**config.mk**
```make
export PLATFORM = sky130hd
export DESIGN_NAME = lpk_ctrl_flat
export DESIGN_NICKNAME = d
export VERILOG_FILES = /design/src/sv/lpk_pkg.sv /design/src/sv/lpk_if.sv /design/src/sv/lpk_ctrl.sv /design/src/flat_wrapper.sv
export SDC_FILE = /design/constraint.sdc
export NUM_CORES = 1
export LEC_CHECK = 0
export ABC_CLOCK_PERIOD_IN_PS = 4900
export BUFFER_PORTS_ARGS = -buffer_cell sky130_fd_sc_hd__buf_2
export CAP_MARGIN = 20
export CORE_AREA = 3 3 219 221
export DETAILED_ROUTE_END_ITERATION = 10
export DIE_AREA = 0 0 222 224
export PLACE_DENSITY = 0.47
export SLEW_MARGIN = 30
export SYNTH_ARGS = -nofsm -noshare
export SYNTH_HDL_FRONTEND = slang
export SYNTH_SLANG_ARGS = --single-unit
export TNS_END_PERCENT = 5
```
**constraint.sdc**
```tcl
create_clock -name clk_i -period 4.9 [get_ports clk_i]
set_input_delay 0.735 -clock clk_i [delete_from_list [all_inputs] [get_ports clk_i]]
set_output_delay 0.735 -clock clk_i [all_outputs]
set_load 0.05 [all_outputs]
```
**src/sv/lpk_pkg.sv**
```systemverilog
package lpk_pkg;

  localparam int unsigned TableSlots = 1024;
  localparam int unsigned SlotW      = $clog2(TableSlots);
  localparam int unsigned MaxEntries = (3 * TableSlots - 1) / 4;
  localparam int unsigned EntryW     = $clog2(MaxEntries + 1);

  typedef enum logic {
    OP_FIND   = 1'b0,
    OP_INSERT = 1'b1
  } op_e;

  typedef enum logic [1:0] {
    ST_OK        = 2'd0,
    ST_NOT_FOUND = 2'd1,
    ST_DUPLICATE = 2'd2,
    ST_FULL      = 2'd3
  } status_e;

  typedef enum logic [1:0] {
    S_IDLE,
    S_SLOT_CHK,
    S_KEY_CHK,
    S_FINISH
  } state_e;

  typedef struct packed {
    logic [63:0] hi;
    logic [63:0] mid;
    logic [31:0] lo;
  } key_t;

  typedef struct packed {
    logic              rd_en;
    logic [SlotW-1:0]  rd_addr;
    logic              wr_en;
    logic [SlotW-1:0]  wr_addr;
    logic [EntryW-1:0] wr_data;
  } slot_req_t;

  typedef struct packed {
    logic              rd_en;
    logic [EntryW-1:0] rd_addr;
    logic              wr_en;
    logic [EntryW-1:0] wr_addr;
    key_t              wr_key;
  } key_req_t;

endpackage

```
**src/sv/lpk_if.sv**
```systemverilog
interface lpk_req_if;
  logic              valid;
  logic              ready;
  lpk_pkg::op_e      opcode;
  logic [63:0]       key_hi;
  logic [63:0]       key_mid;
  logic [31:0]       key_lo;

  modport source (output valid, opcode, key_hi, key_mid, key_lo, input ready);
  modport sink   (input valid, opcode, key_hi, key_mid, key_lo, output ready);
endinterface

interface lpk_rsp_if;
  logic                          valid;
  logic                          ready;
  lpk_pkg::status_e              status;
  logic [lpk_pkg::EntryW-1:0]    entry_index;

  modport source (output valid, status, entry_index, input ready);
  modport sink   (input valid, status, entry_index, output ready);
endinterface

```
**src/sv/lpk_ctrl.sv**
```systemverilog
module lpk_ctrl (
  input  logic                        clk_i,
  input  logic                        rst_ni,
  lpk_req_if.sink                     req_i,
  lpk_rsp_if.source                   rsp_o,
  input  logic                        slot_ready_i,
  input  logic [lpk_pkg::EntryW-1:0]  slot_rdata_i,
  output lpk_pkg::slot_req_t          slot_req_o,
  input  logic                        key_match_i,
  output lpk_pkg::key_req_t           key_req_o,
  output lpk_pkg::key_t               probe_key_o
);
  import lpk_pkg::*;

  state_e            state_q, state_d;
  op_e               op_q, op_d;
  key_t              key_q, key_d;
  logic [SlotW-1:0]  slot_q, slot_d;
  logic [EntryW-1:0] val_q, val_d;
  logic              found_q, found_d;
  logic [EntryW-1:0] count_q, count_d;
  logic              out_valid_q, out_valid_d;
  status_e           out_status_q, out_status_d;
  logic [EntryW-1:0] out_index_q, out_index_d;

  logic accept;
  logic out_free;
  logic finish;
  logic do_insert;
  logic slot_empty;

  assign accept     = req_i.valid && req_i.ready;
  assign out_free   = !out_valid_q || rsp_o.ready;
  assign finish     = (state_q == S_FINISH) && out_free;
  assign slot_empty = (slot_rdata_i == '0);
  assign do_insert  = (op_q == OP_INSERT) && !found_q &&
                      (count_q != EntryW'(MaxEntries));

  // next state
  always_comb begin
    state_d = state_q;
    unique case (state_q)
      S_IDLE:     if (accept) state_d = S_SLOT_CHK;
      S_SLOT_CHK: state_d = slot_empty ? S_FINISH : S_KEY_CHK;
      S_KEY_CHK:  state_d = key_match_i ? S_FINISH : S_SLOT_CHK;
      S_FINISH:   if (out_free) state_d = S_IDLE;
      default:    state_d = S_IDLE;
    endcase
  end

  // outputs: handshake and memory ports
  always_comb begin
    req_i.ready = 1'b0;
    slot_req_o  = '0;
    key_req_o   = '0;
    unique case (state_q)
      S_IDLE: begin
        req_i.ready        = slot_ready_i;
        slot_req_o.rd_en   = accept;
        slot_req_o.rd_addr = req_i.key_hi[SlotW-1:0];
      end
      S_SLOT_CHK: begin
        key_req_o.rd_en   = !slot_empty;
        key_req_o.rd_addr = slot_rdata_i - EntryW'(1);
      end
      S_KEY_CHK: begin
        slot_req_o.rd_en   = !key_match_i;
        slot_req_o.rd_addr = slot_q + SlotW'(1);
      end
      S_FINISH: begin
        slot_req_o.wr_en   = finish && do_insert;
        slot_req_o.wr_addr = slot_q;
        slot_req_o.wr_data = count_q + EntryW'(1);
        key_req_o.wr_en    = finish && do_insert;
        key_req_o.wr_addr  = count_q;
        key_req_o.wr_key   = key_q;
      end
      default: ;
    endcase
  end

  // datapath registers
  always_comb begin
    op_d         = op_q;
    key_d        = key_q;
    slot_d       = slot_q;
    val_d        = val_q;
    found_d      = found_q;
    count_d      = count_q;
    out_valid_d  = out_valid_q && !rsp_o.ready;
    out_status_d = out_status_q;
    out_index_d  = out_index_q;

    if (accept) begin
      op_d    = req_i.opcode;
      key_d   = '{hi: req_i.key_hi, mid: req_i.key_mid, lo: req_i.key_lo};
      slot_d  = req_i.key_hi[SlotW-1:0];
      found_d = 1'b0;
    end

    if (state_q == S_SLOT_CHK) val_d = slot_rdata_i;

    if (state_q == S_KEY_CHK) begin
      if (key_match_i) found_d = 1'b1;
      else             slot_d  = slot_q + SlotW'(1);
    end

    if (finish) begin
      out_valid_d = 1'b1;
      out_index_d = '0;
      if (op_q == OP_FIND) begin
        if (found_q) begin
          out_status_d = ST_OK;
          out_index_d  = val_q - EntryW'(1);
        end else begin
          out_status_d = ST_NOT_FOUND;
        end
      end else if (found_q) begin
        out_status_d = ST_DUPLICATE;
      end else if (!do_insert) begin
        out_status_d = ST_FULL;
      end else begin
        out_status_d = ST_OK;
        out_index_d  = count_q;
        count_d      = count_q + EntryW'(1);
      end
    end
  end

  always_ff @(posedge clk_i or negedge rst_ni) begin
    if (!rst_ni) begin
      state_q     <= S_IDLE;
      count_q     <= '0;
      out_valid_q <= 1'b0;
      found_q     <= 1'b0;
    end else begin
      state_q     <= state_d;
      count_q     <= count_d;
      out_valid_q <= out_valid_d;
      found_q     <= found_d;
    end
  end

  always_ff @(posedge clk_i) begin
    op_q         <= op_d;
    key_q        <= key_d;
    slot_q       <= slot_d;
    val_q        <= val_d;
    out_status_q <= out_status_d;
    out_index_q  <= out_index_d;
  end

  assign rsp_o.valid       = out_valid_q;
  assign rsp_o.status      = out_status_q;
  assign rsp_o.entry_index = out_index_q;
  assign probe_key_o       = key_q;

endmodule

```
**src/flat_wrapper.sv**
```systemverilog
// flat-port wrapper written by rule: the top's interface ports become plain ports
module lpk_ctrl_flat import lpk_pkg::*;
  (clk_i, rst_ni, slot_ready_i, slot_rdata_i, slot_req_o, key_match_i, key_req_o, probe_key_o, req_i_valid, req_i_opcode, req_i_key_hi, req_i_key_mid, req_i_key_lo, req_i_ready, rsp_o_valid, rsp_o_status, rsp_o_entry_index, rsp_o_ready);
  lpk_req_if req_i_i ();
  lpk_rsp_if rsp_o_i ();
  input  logic clk_i;
  input  logic rst_ni;
  input  logic slot_ready_i;
  input  logic [lpk_pkg::EntryW-1:0] slot_rdata_i;
  output lpk_pkg::slot_req_t slot_req_o;
  input  logic key_match_i;
  output lpk_pkg::key_req_t key_req_o;
  output lpk_pkg::key_t probe_key_o;
  input wire logic [$bits(req_i_i.valid)-1:0] req_i_valid;
  input wire logic [$bits(req_i_i.opcode)-1:0] req_i_opcode;
  input wire logic [$bits(req_i_i.key_hi)-1:0] req_i_key_hi;
  input wire logic [$bits(req_i_i.key_mid)-1:0] req_i_key_mid;
  input wire logic [$bits(req_i_i.key_lo)-1:0] req_i_key_lo;
  output wire logic [$bits(req_i_i.ready)-1:0] req_i_ready;
  output wire logic [$bits(rsp_o_i.valid)-1:0] rsp_o_valid;
  output wire logic [$bits(rsp_o_i.status)-1:0] rsp_o_status;
  output wire logic [$bits(rsp_o_i.entry_index)-1:0] rsp_o_entry_index;
  input wire logic [$bits(rsp_o_i.ready)-1:0] rsp_o_ready;
  assign req_i_i.valid = req_i_valid;
  assign req_i_i.opcode = req_i_opcode;
  assign req_i_i.key_hi = req_i_key_hi;
  assign req_i_i.key_mid = req_i_key_mid;
  assign req_i_i.key_lo = req_i_key_lo;
  assign req_i_ready = req_i_i.ready;
  assign rsp_o_valid = rsp_o_i.valid;
  assign rsp_o_status = rsp_o_i.status;
  assign rsp_o_entry_index = rsp_o_i.entry_index;
  assign rsp_o_i.ready = rsp_o_ready;
  lpk_ctrl u_core (.clk_i(clk_i), .rst_ni(rst_ni), .req_i(req_i_i), .rsp_o(rsp_o_i), .slot_ready_i(slot_ready_i), .slot_rdata_i(slot_rdata_i), .slot_req_o(slot_req_o), .key_match_i(key_match_i), .key_req_o(key_req_o), .probe_key_o(probe_key_o));
endmodule
```
== Word level (Yosys, flattened, before mapping) ==
Cells that the tools add are included.
Cells by class
  mux-type cells: 25
  reductions and logical operators: 16
  bitwise logic cells: 1
  eq/ne operators: 6
  $add $sub $neg: 4
Operators with widths (count)
  2-to-1 mux 171 bit: 1
  2-to-1 mux 10 bit: 7
  one-hot mux 11 bit (2 select lines): 1
  2-to-1 mux 21 bit: 1
  adder 10 x 1 -> 10 bit (second input constant): 2
  subtractor 10 x 1 -> 10 bit (second input constant): 2
  2-to-1 mux 2 bit: 6
  2-to-1 mux 11 bit: 1
  zero test 10 bit: 1
  != test 10 bit (second input constant): 1
  one-hot mux 2 bit (4 select lines): 1
  2-to-1 mux 1 bit: 7
  logical AND 1 bit: 6
  zero test 1 bit: 5
  equality test 2 bit (second input constant): 2
  != test 2 x 1 -> 1 bit (second input constant): 2
  AND reduction 4 bit: 1
  equality test 2 x 1 -> 1 bit (second input constant): 1
  zero test 2 bit: 1
  AND reduction 2 bit: 1
  logical OR 1 bit: 1
  inverter 1 bit: 1
Word-level totals
  output and inout bits: 388
  bits of input ports: 177
  register bits after elaboration: 207
  word-level logic and storage cells: 64

== Logic depth before layout (Yosys ltp) ==
Gate-level depths: netlist of the first run.
  word-level depth: 6
  gate-level depth with buffers: 6
  depth with buffers taken out: 5

== Worst setup path before layout of the first run ==
Ideal clock, no wire load.
  path type: input-to-reg
  start point: input port req_i_valid
  end point: register u_core.slot_q[0]
  stages: 4
  path buffers: 0
  data arrival time: 4650 ps
  path slack: 168 ps
  path through: nand4bb_1 -> inv_1 -> a22oi_1 -> o21ai_0
Between the ends
  longest elaborated chain between the ends: 4
Ends and longest elaborated chain
  start, declared: line flat_wrapper.sv:14  | input wire logic [$bits(req_i_i.valid)-1:0] req_i_valid;
  logical AND 1 bit *: line lpk_ctrl.sv:32  | assign accept = req_i.valid && req_i.ready;
  via u_core.accept: line lpk_ctrl.sv:26  | logic accept;
  2-to-1 mux 10 bit *: line lpk_ctrl.sv:94  | if (accept) begin
  2-to-1 mux 10 bit: line lpk_ctrl.sv:104  | if (key_match_i) found_d = 1'b1;
  2-to-1 mux 10 bit *: line lpk_ctrl.sv:103  | if (state_q == S_KEY_CHK) begin
  via u_core.slot_d[0]: line lpk_ctrl.sv:18  | logic [SlotW-1:0] slot_q, slot_d;
  end signal, assigned: line lpk_ctrl.sv:147  | slot_q <= slot_d;
  end, declared: line lpk_ctrl.sv:18
The timed path passes the listed nets; every way through them passes the cells marked *.
A chain may end at the register's enable or synchronous reset.

==> out/qor.yml, run 1 <==
outcome: "finished clean"
clock_sinks: 207
peakVddDrop_mv: 0.474
clkLatencyLatePin_ps: 520
grt_pass1_vias: 7564
die_area_mm2: 0.0497
place_inst: 1797
slowest_delay_ps: 960
layout-drive-gt1-share_pct: 49.8
synth_fp_nets: 860
die_w_um: 222
totalWireLength_um: 34300
leakage_nw: 6.36
synth_edf_count: 183
fmax_mhz: 262
ctsResizeCount: 0
fin_crit_sh_pct: 77.9
cp_cell_sequence: "nand4bb_1, nand2_2, buf_2"
syn_area_per_cell_um2: 13.1
yosysTopAreaCell: "edfxtp_1"
synth-simple-area-share_pct: 19.7
cp_slowest_cell: "nand4bb_1"
synth_top_family_by_area: "simple AND/OR/NAND/NOR gates"
grt_pass1_wl_um: 48800
ys_seq_elements: 207
maxCapViolCount: 0
synthAdderAreaFrac_pct: 0.706
syn_area_mm2: 0.00886
synth_cell_types: 47
arrival_ps: 3080
setup-tns-final_ps: 0
tightestPinTransition_ps: 927
area_delta_synth_final_pct: 46.9
r2r_setup_slack_ps: 1410
portBuffers: 564
dieHeight_um: 224
fin_nets: 1398
register_area_mm2: 0.00605
core_area_mm2: 0.0464
drc: 0
ys.flop_type: "edfxtp_1"
ios: 565
timing.hold.ws_ps: 118
synth_xor_area_share_pct: 3.66
fin_skew_ps: 14.2
grtUsageTotal_pct: 12.7
postCtsSetupBuffers: 0
rows: 79
ys_seq_area_share_pct: 68.2
netlist_top_cells_count: "edfxtp_1, and3_1, nor2_1, clkbuf_1, nand2_1"
synth_compound_area_share_pct: 3.83
ctsHoldBuffers: 0
drtPass1Iterations: 5
start_util_pct: 19.1
synth_warnings: 0
clockBufferDepth: 3
synth_top_area_share_pct: 62.0
path_max_fanout: 101
synth_area_leaders: "edfxtp_1, and3_1, dfrtp_1, dfxtp_1, nor2_1"
slew_headroom_pct: 37.8
worstPathRequired_ps: 4160
hp-class: "in -> async"
final.fill_count: 4874
hold_viol_final: 0
setup_violations: 0
cts_tree: "yes"
rr_worst_depth: 3
grt_max_degree: 109
overflow: 0
vias_per_cell: 4.24
fin_crit_ps: 3820
htreeDepth: 1
synth.area.mux_share_pct: 0.636
slew_viol_final: 0
dpl.hpwl_um: 26100
synthCells: 678
crit_path_end_kind: "output pin"
path_clk_slew_ps: 60
crit_type: "reg -> out"
synth.most_common_cell: "edfxtp_1"
globalplace.congestion: 0.845
cts_buffers: 24
utilization_pct: 28.1
final_cell_count_no_fill: 1840
r2r_start: "u_core.state_q[0]$_DFFE_PN0P_"
multi_input_area_mm2: 0.00253
drt-initial-drc-count: 517
synthArstFlopShare_pct: 6.76
p_per_area_mw_per_mm2: 647
regToRegEndpoint: "u_core.probe_key_o[156]$_DFFE_PP_"
rsz0062_at_grt: "false"
routedWlPerCell_um: 18.6
grt_antenna_before_repair: 3
ant_nets: 0
vias: 7799
critPathLaunchType: "flop"
cts-root-buf: "clkbuf_16"
[where the power goes]
part	leakage, nW	internal [W]	switching [W]
registers	1.94	0.00224	0.000414
logic	4.07	0.000872	0.00321
clock network	0.355	0.000981	0.000700
total	6.36	0.00409	0.00432
[cell type report]
type	instances	area share, %
flip-flops and latches	207	46.5
multi-input cells	401	19.4
diodes	1	0.0192
clock buffers	32	5.01
repair buffers	570	22.2
inverters	12	0.385
clock inverters	10	0.567
well taps	607	5.84
[registers in the layout (all words and copies together), names as in the netlist]
| register | count |
|---|---|
| u_core.state_q | 2 |
| u_core.probe_key_o | 160 |
| u_core.op_q | 1 |
| u_core.rsp_o.valid | 1 |
| u_core.rsp_o.entry_index | 10 |
| u_core.rsp_o.status | 2 |
| u_core.found_q | 1 |
| u_core.val_q | 10 |
| u_core.count_q | 10 |
| u_core.slot_q | 10 |
[layout by cell type, fill, tap and decap left out, drive strengths merged, types with 2 or more instances in the layout]
cell / n
o22ai: 2
nand4b: 2
ha: 5
nor2b: 4
nand2b: 4
nand2: 22
a311oi: 4
nor3b: 3
a21oi: 11
mux2: 2
nand3b: 2
a211oi: 8
nor2: 50
dfrtp: 14
nor3: 11
o2bb2ai: 9
o21ai: 12
nand3: 11
or3: 2
nand4: 5
a22oi: 2
xnor2: 17
mux2i: 3
clkbuf: 32
xor2: 20
nor4: 5
inv: 12
buf: 570
dfxtp: 10
and3: 179
clkinv: 8
edfxtp: 183
[through the flow]
| stage | worst slack (ps) | area (um2) | total power (W) |
|---|---|---|---|
| 2_1_floorplan | 168 | 8860 | 0.00575 |
| 3_3_place_gp | 1540 | 12300 | 0.00676 |
| 3_5_place_dp | 1480 | 12300 | 0.00678 |
| 4_1_cts | 1070 | 13000 | 0.00852 |
| 5_1_grt | 911 | 13000 | 0.00881 |
| 6_report | 1080 | 13000 | 0.00842 |
[worst max-delay path, delay by kind of cell (launching register included)]
kind                   cells  cell delay, ps
buffers and inverters      1             340
AND/OR/NAND/NOR            2            1440
flip-flops                 1             760
[routing by layer]
| metal | GRT usage [%] | wire [um] |
|---|---|---|
| met5 | 0 | 13 |
| met4 | 3.14 | 662 |
| met3 | 2.70 | 2680 |
| met2 | 21.6 | 16700 |
| met1 | 16.5 | 14200 |
[how the worst max path moves through the flow]
stage	startpoint	end	slack (ps)	depth (start not counted)
finish	u_core.state_q[0]$_DFFE_PN0P_	slot_req_o[31]	1080	3
global route	u_core.state_q[0]$_DFFE_PN0P_	slot_req_o[31]	910	3
CTS	u_core.state_q[0]$_DFFE_PN0P_	slot_req_o[31]	1070	3
detailed placement	u_core.state_q[0]$_DFFE_PN0P_	u_core.probe_key_o[33]$_DFFE_PP_	1480	3
global placement	u_core.state_q[0]$_DFFE_PN0P_	u_core.probe_key_o[145]$_DFFE_PP_	1540	3
floorplan	req_i_valid	u_core.slot_q[0]$_DFF_P_	170	4
[cell families (layout without fill, tap and decap cells)]
family	count (synthesis)	count (layout)
AND/OR/NAND/NOR	303	303
flip-flops	207	207
buffers and inverters	70	624
AO/OA/AOI/OAI	51	51
XOR/XNOR	37	37
adder cells (fa/ha/maj)	5	5
multiplexers	5	5
other	0	1
Power figures use the tool's default switching activity.
==> run 2: changes to the inputs <==
ABC_CLOCK_PERIOD_IN_PS = 3600   (was 4900)
CORE_AREA = 3 3 217 219   (was 3 3 219 221)
DIE_AREA = 0 0 220 222   (was 0 0 222 224)
PLACE_DENSITY = 0.46   (was 0.47)
clock period = 3.6 ns   (was 4.9 ns; I/O delays follow)
==> out/qor.yml, run 2 (synthesized netlist as in run 1, its figures left out) <==
outcome: "finished clean"
rsz0062_at_grt: "false"
clkLatencyLatePin_ps: 540
slew_headroom_pct: 45.5
slowest_delay_ps: 500
grtUsageTotal_pct: 12.7
dpl.hpwl_um: 25800
setup_violations: 0
globalplace.congestion: 0.801
fin_nets: 1406
layout_commonest_cell: "buf_2"
fin_crit_ps: 3130
rows: 78
grt_pass1_vias: 7617
path_max_fanout: 79
drc: 0
portBuffers: 564
largest_reg_flops: 160
fin_skew_ps: 11.8
leakage_nw: 6.41
hold_viol_final: 0
drtPass1Iterations: 4
arrival_ps: 2590
totalWireLength_um: 33500
r2r_setup_slack_ps: 1180
postCtsSetupBuffers: 0
drt-initial-drc-count: 440
cp_cell_sequence: "buf_4, nand4_1, nor2_2, buf_2"
utilization_pct: 28.9
dieHeight_um: 222
final.fill_count: 4730
vias: 7705
area_delta_synth_final_pct: 47.8
fmax_mhz: 320
routedWlPerCell_um: 18.1
grt_pass1_wl_um: 47700
start_util_pct: 19.6
clock_sinks: 207
cp_slowest_cell: "buf_4"
maxCapViolCount: 0
hp-class: "in -> reg"
grt_max_degree: 124
ios: 565
path_clk_slew_ps: 60
critical-path-top-delay-family: "buffers and inverters"
layout-drive-gt1-share_pct: 50.2
vias_per_cell: 4.17
clockBufferDepth: 3
die_w_um: 220
die_area_mm2: 0.0488
crit_path_end_kind: "output pin"
slew_viol_final: 0
crit_type: "reg -> out"
grt_antenna_before_repair: 6
cts_tree: "yes"
ant_nets: 0
overflow: 0
critPathLaunchType: "flop"
worstPathRequired_ps: 3060
peakVddDrop_mv: 0.518
most-common-layout-cells: "buf_2, edfxtp_1, and3_1"
core_area_mm2: 0.0453
p_per_area_mw_per_mm2: 881
setup-tns-final_ps: 0
fin_crit_sh_pct: 86.9
cts_buffers: 26
cts-root-buf: "clkbuf_16"
critical_path_buf_inv_count: 2
tightestPinTransition_ps: 816
htreeDepth: 1
==> run 2: per-stage QoR <==
stage	instances	cell area [um2]	setup WS, ps	power, W	hold WS, ps
floorplan	678	8870	95.4	0.00781	244
global placement	1795	12300	1110	0.00923	470
detailed placement	1795	12300	1020	0.00925	473
CTS	1844	13100	425	0.0117	111
global route	1847	13100	212	0.0121	124
finish	1848	13100	472	0.0115	168
==> run 2: final timing paths <==
check,from,end,cells after the start
min in group asynchronous,rst_ni,u_core.rsp_o.valid$_DFF_PN0_,2
min reg2reg,u_core.slot_q[9]$_DFF_P_,u_core.slot_q[9]$_DFF_P_,2
max in group asynchronous,rst_ni,u_core.state_q[1]$_DFFE_PN0P_,2
max,u_core.state_q[0]$_DFFE_PN0P_,slot_req_o[20],4
max reg2reg,u_core.state_q[0]$_DFFE_PN0P_,u_core.count_q[9]$_DFFE_PN0P_,6
min,req_i_key_hi[60],u_core.probe_key_o[156]$_DFFE_PP_,1
==> run 2: area by class of cell <==
| cell class | count | area, um2 | share of cell area [%] |
|---|---|---|---|
| Antenna cell | 4 | 10.0 | 0.0764 |
| Multi-Input combinational cell | 401 | 2530 | 19.4 |
| Inverter | 12 | 48.8 | 0.373 |
| Timing Repair Buffer | 576 | 2940 | 22.4 |
| Clock buffer | 31 | 669 | 5.11 |
| Clock inverter | 17 | 96.3 | 0.736 |
| Tap cell | 600 | 751 | 5.73 |
| Sequential cell | 207 | 6050 | 46.2 |
==> run 2: timing repair <==
action,4_1_cts,5_1_grt
hold buffers,1,0
hold endpoints to repair,14,0
resized for setup,0,0
==> run 2: power by group <==
group          total, W  internal [W]  switching (W)  leakage [nW]
logic           0.00584       0.00121        0.00463          4.09
clock network   0.00235       0.00133        0.00102         0.383
registers       0.00335       0.00306       0.000300          1.94
total            0.0115       0.00559        0.00595          6.41
==> run 2: metal layers <==
layer	vias up	track usage (%)	share of wire (%)
met4	4	4.18	3.0
li1	3612	-	-
met1	3650	15.1	40
met5	-	0	0.069
met3	51	3.15	7.9
met2	388	22.4	49
==> run 3: changes to the inputs <==
BUFFER_PORTS_ARGS = unset   (was -buffer_cell sky130_fd_sc_hd__buf_2)
DONT_BUFFER_PORTS = 1   (was unset)
PLACE_DENSITY = 0.35   (was 0.46)
==> out/qor.yml, run 3 (synthesized netlist as in run 1, its figures left out) <==
outcome: "finished clean"
fin_crit_sh_pct: 86.5
die_w_um: 220
ios: 565
arrival_ps: 2570
grt_max_degree: 124
ant_nets: 0
clkLatencyLatePin_ps: 530
rr_worst_depth: 5
slew_headroom_pct: 42.4
tightestPinTransition_ps: 862
grtUsageTotal_pct: 12.4
die_area_mm2: 0.0488
final_cell_count_no_fill: 1314
hp-class: "in -> reg"
setup-tns-final_ps: 0
drc: 0
overflow: 0
worstPathRequired_ps: 3060
p_per_area_mw_per_mm2: 1060
path_clk_slew_ps: 60
maxCapViolCount: 0
fin_skew_ps: 9.07
vias: 5811
grt_antenna_before_repair: 6
rows: 78
fin_nets: 878
rsz0062_at_grt: "false"
cts_tree: "yes"
grt_pass1_wl_um: 43800
crit_type: "reg -> out"
crit_path_end_kind: "output pin"
cts_buffers: 25
drtPass1Iterations: 6
fin_crit_ps: 3110
start_util_pct: 19.6
core_area_mm2: 0.0453
ctsResizeCount: 0
dpl.hpwl_um: 25500
totalWireLength_um: 32900
grt_pass1_vias: 5672
largest_reg_flops: 160
most-common-layout-cells: "edfxtp_1, and3_1, nor2_1"
path_max_fanout: 101
htreeDepth: 1
hold_path_depth: 0
dieHeight_um: 222
setup_violations: 0
portBuffers: 0
critPathLaunchType: "flop"
leakage_nw: 4.16
routedWlPerCell_um: 25.0
area_delta_synth_final_pct: 21.1
drt-initial-drc-count: 308
place_inst: 1268
clockBufferDepth: 3
layout_commonest_cell: "edfxtp_1"
vias_per_cell: 4.42
postCtsSetupBuffers: 0
layout-drive-gt1-share_pct: 14.6
utilization_pct: 23.7
globalplace.congestion: 0.770
hold_viol_final: 0
peakVddDrop_mv: 0.514
slew_viol_final: 0
clock_sinks: 207
cts-root-buf: "clkbuf_16"
fmax_mhz: 321
## run 3: metal layers
metal / part of all wire [%] / up-vias / global-route usage [%]
met4: 4.0 / 4 / 4.40
met1: 37 / 2840 / 14.1
met3: 8.5 / 54 / 3.74
met2: 50 / 369 / 22.1
li1: - / 2544 / -
met5: 0.10 / - / 0
## run 3: area by class of cell
cell class | count | area (um2)
antenna | 1 | 2.50
clock buffer | 29 | 641
clock inverter | 15 | 226
fill | 4753 | 34600
inverter | 12 | 48.8
multi-input combinational | 401 | 2580
sequential | 207 | 6050
tap | 600 | 751
timing repair buffer | 49 | 433
## run 3: stage by stage
step	total power (W)	area (um2)	setup WS [ps]	hold WS [ps]
after floorplan	0.00781	8870	95.4	244
after global placement	0.00880	9850	1020	245
after detailed placement	0.00879	9850	1020	245
after CTS	0.0116	10700	424	44.0
after global routing	0.0119	10700	268	56.6
final	0.0114	10700	485	101
## run 3: repair_timing
item,4_1_cts,5_1_grt
hold buffers,1,0
endpoints found under the hold margin,14,0
endpoints found under the setup margin,0,0
## run 3: where the power goes
part / total [W] / internal (W) / switching, W
Sequential: 0.00424 / 0.00306 / 0.00118
Clock: 0.00269 / 0.00170 / 0.000998
Combinational: 0.00444 / 0.000794 / 0.00365
## run 3: final timing paths
kind	start	to	slack, ps
worst max-delay path	u_core.state_q[0]$_DFFE_PN0P_	key_req_o[129]	490
worst min-delay path	req_i_key_mid[5]	u_core.probe_key_o[37]$_DFFE_PP_	100
worst max register to register	u_core.state_q[1]$_DFFE_PN0P_	u_core.slot_q[0]$_DFF_P_	1170
worst min register to register	u_core.found_q$_DFF_PN0_	u_core.found_q$_DFF_PN0_	550
max in group asynchronous	rst_ni	u_core.state_q[0]$_DFFE_PN0P_	2520
min in group asynchronous	rst_ni	u_core.count_q[9]$_DFFE_PN0P_	520
## run 3: worst max-delay path: stages (launching register included)
cell	delay, ps
dfrtp_4	710
buf_4	610
and3_1	640
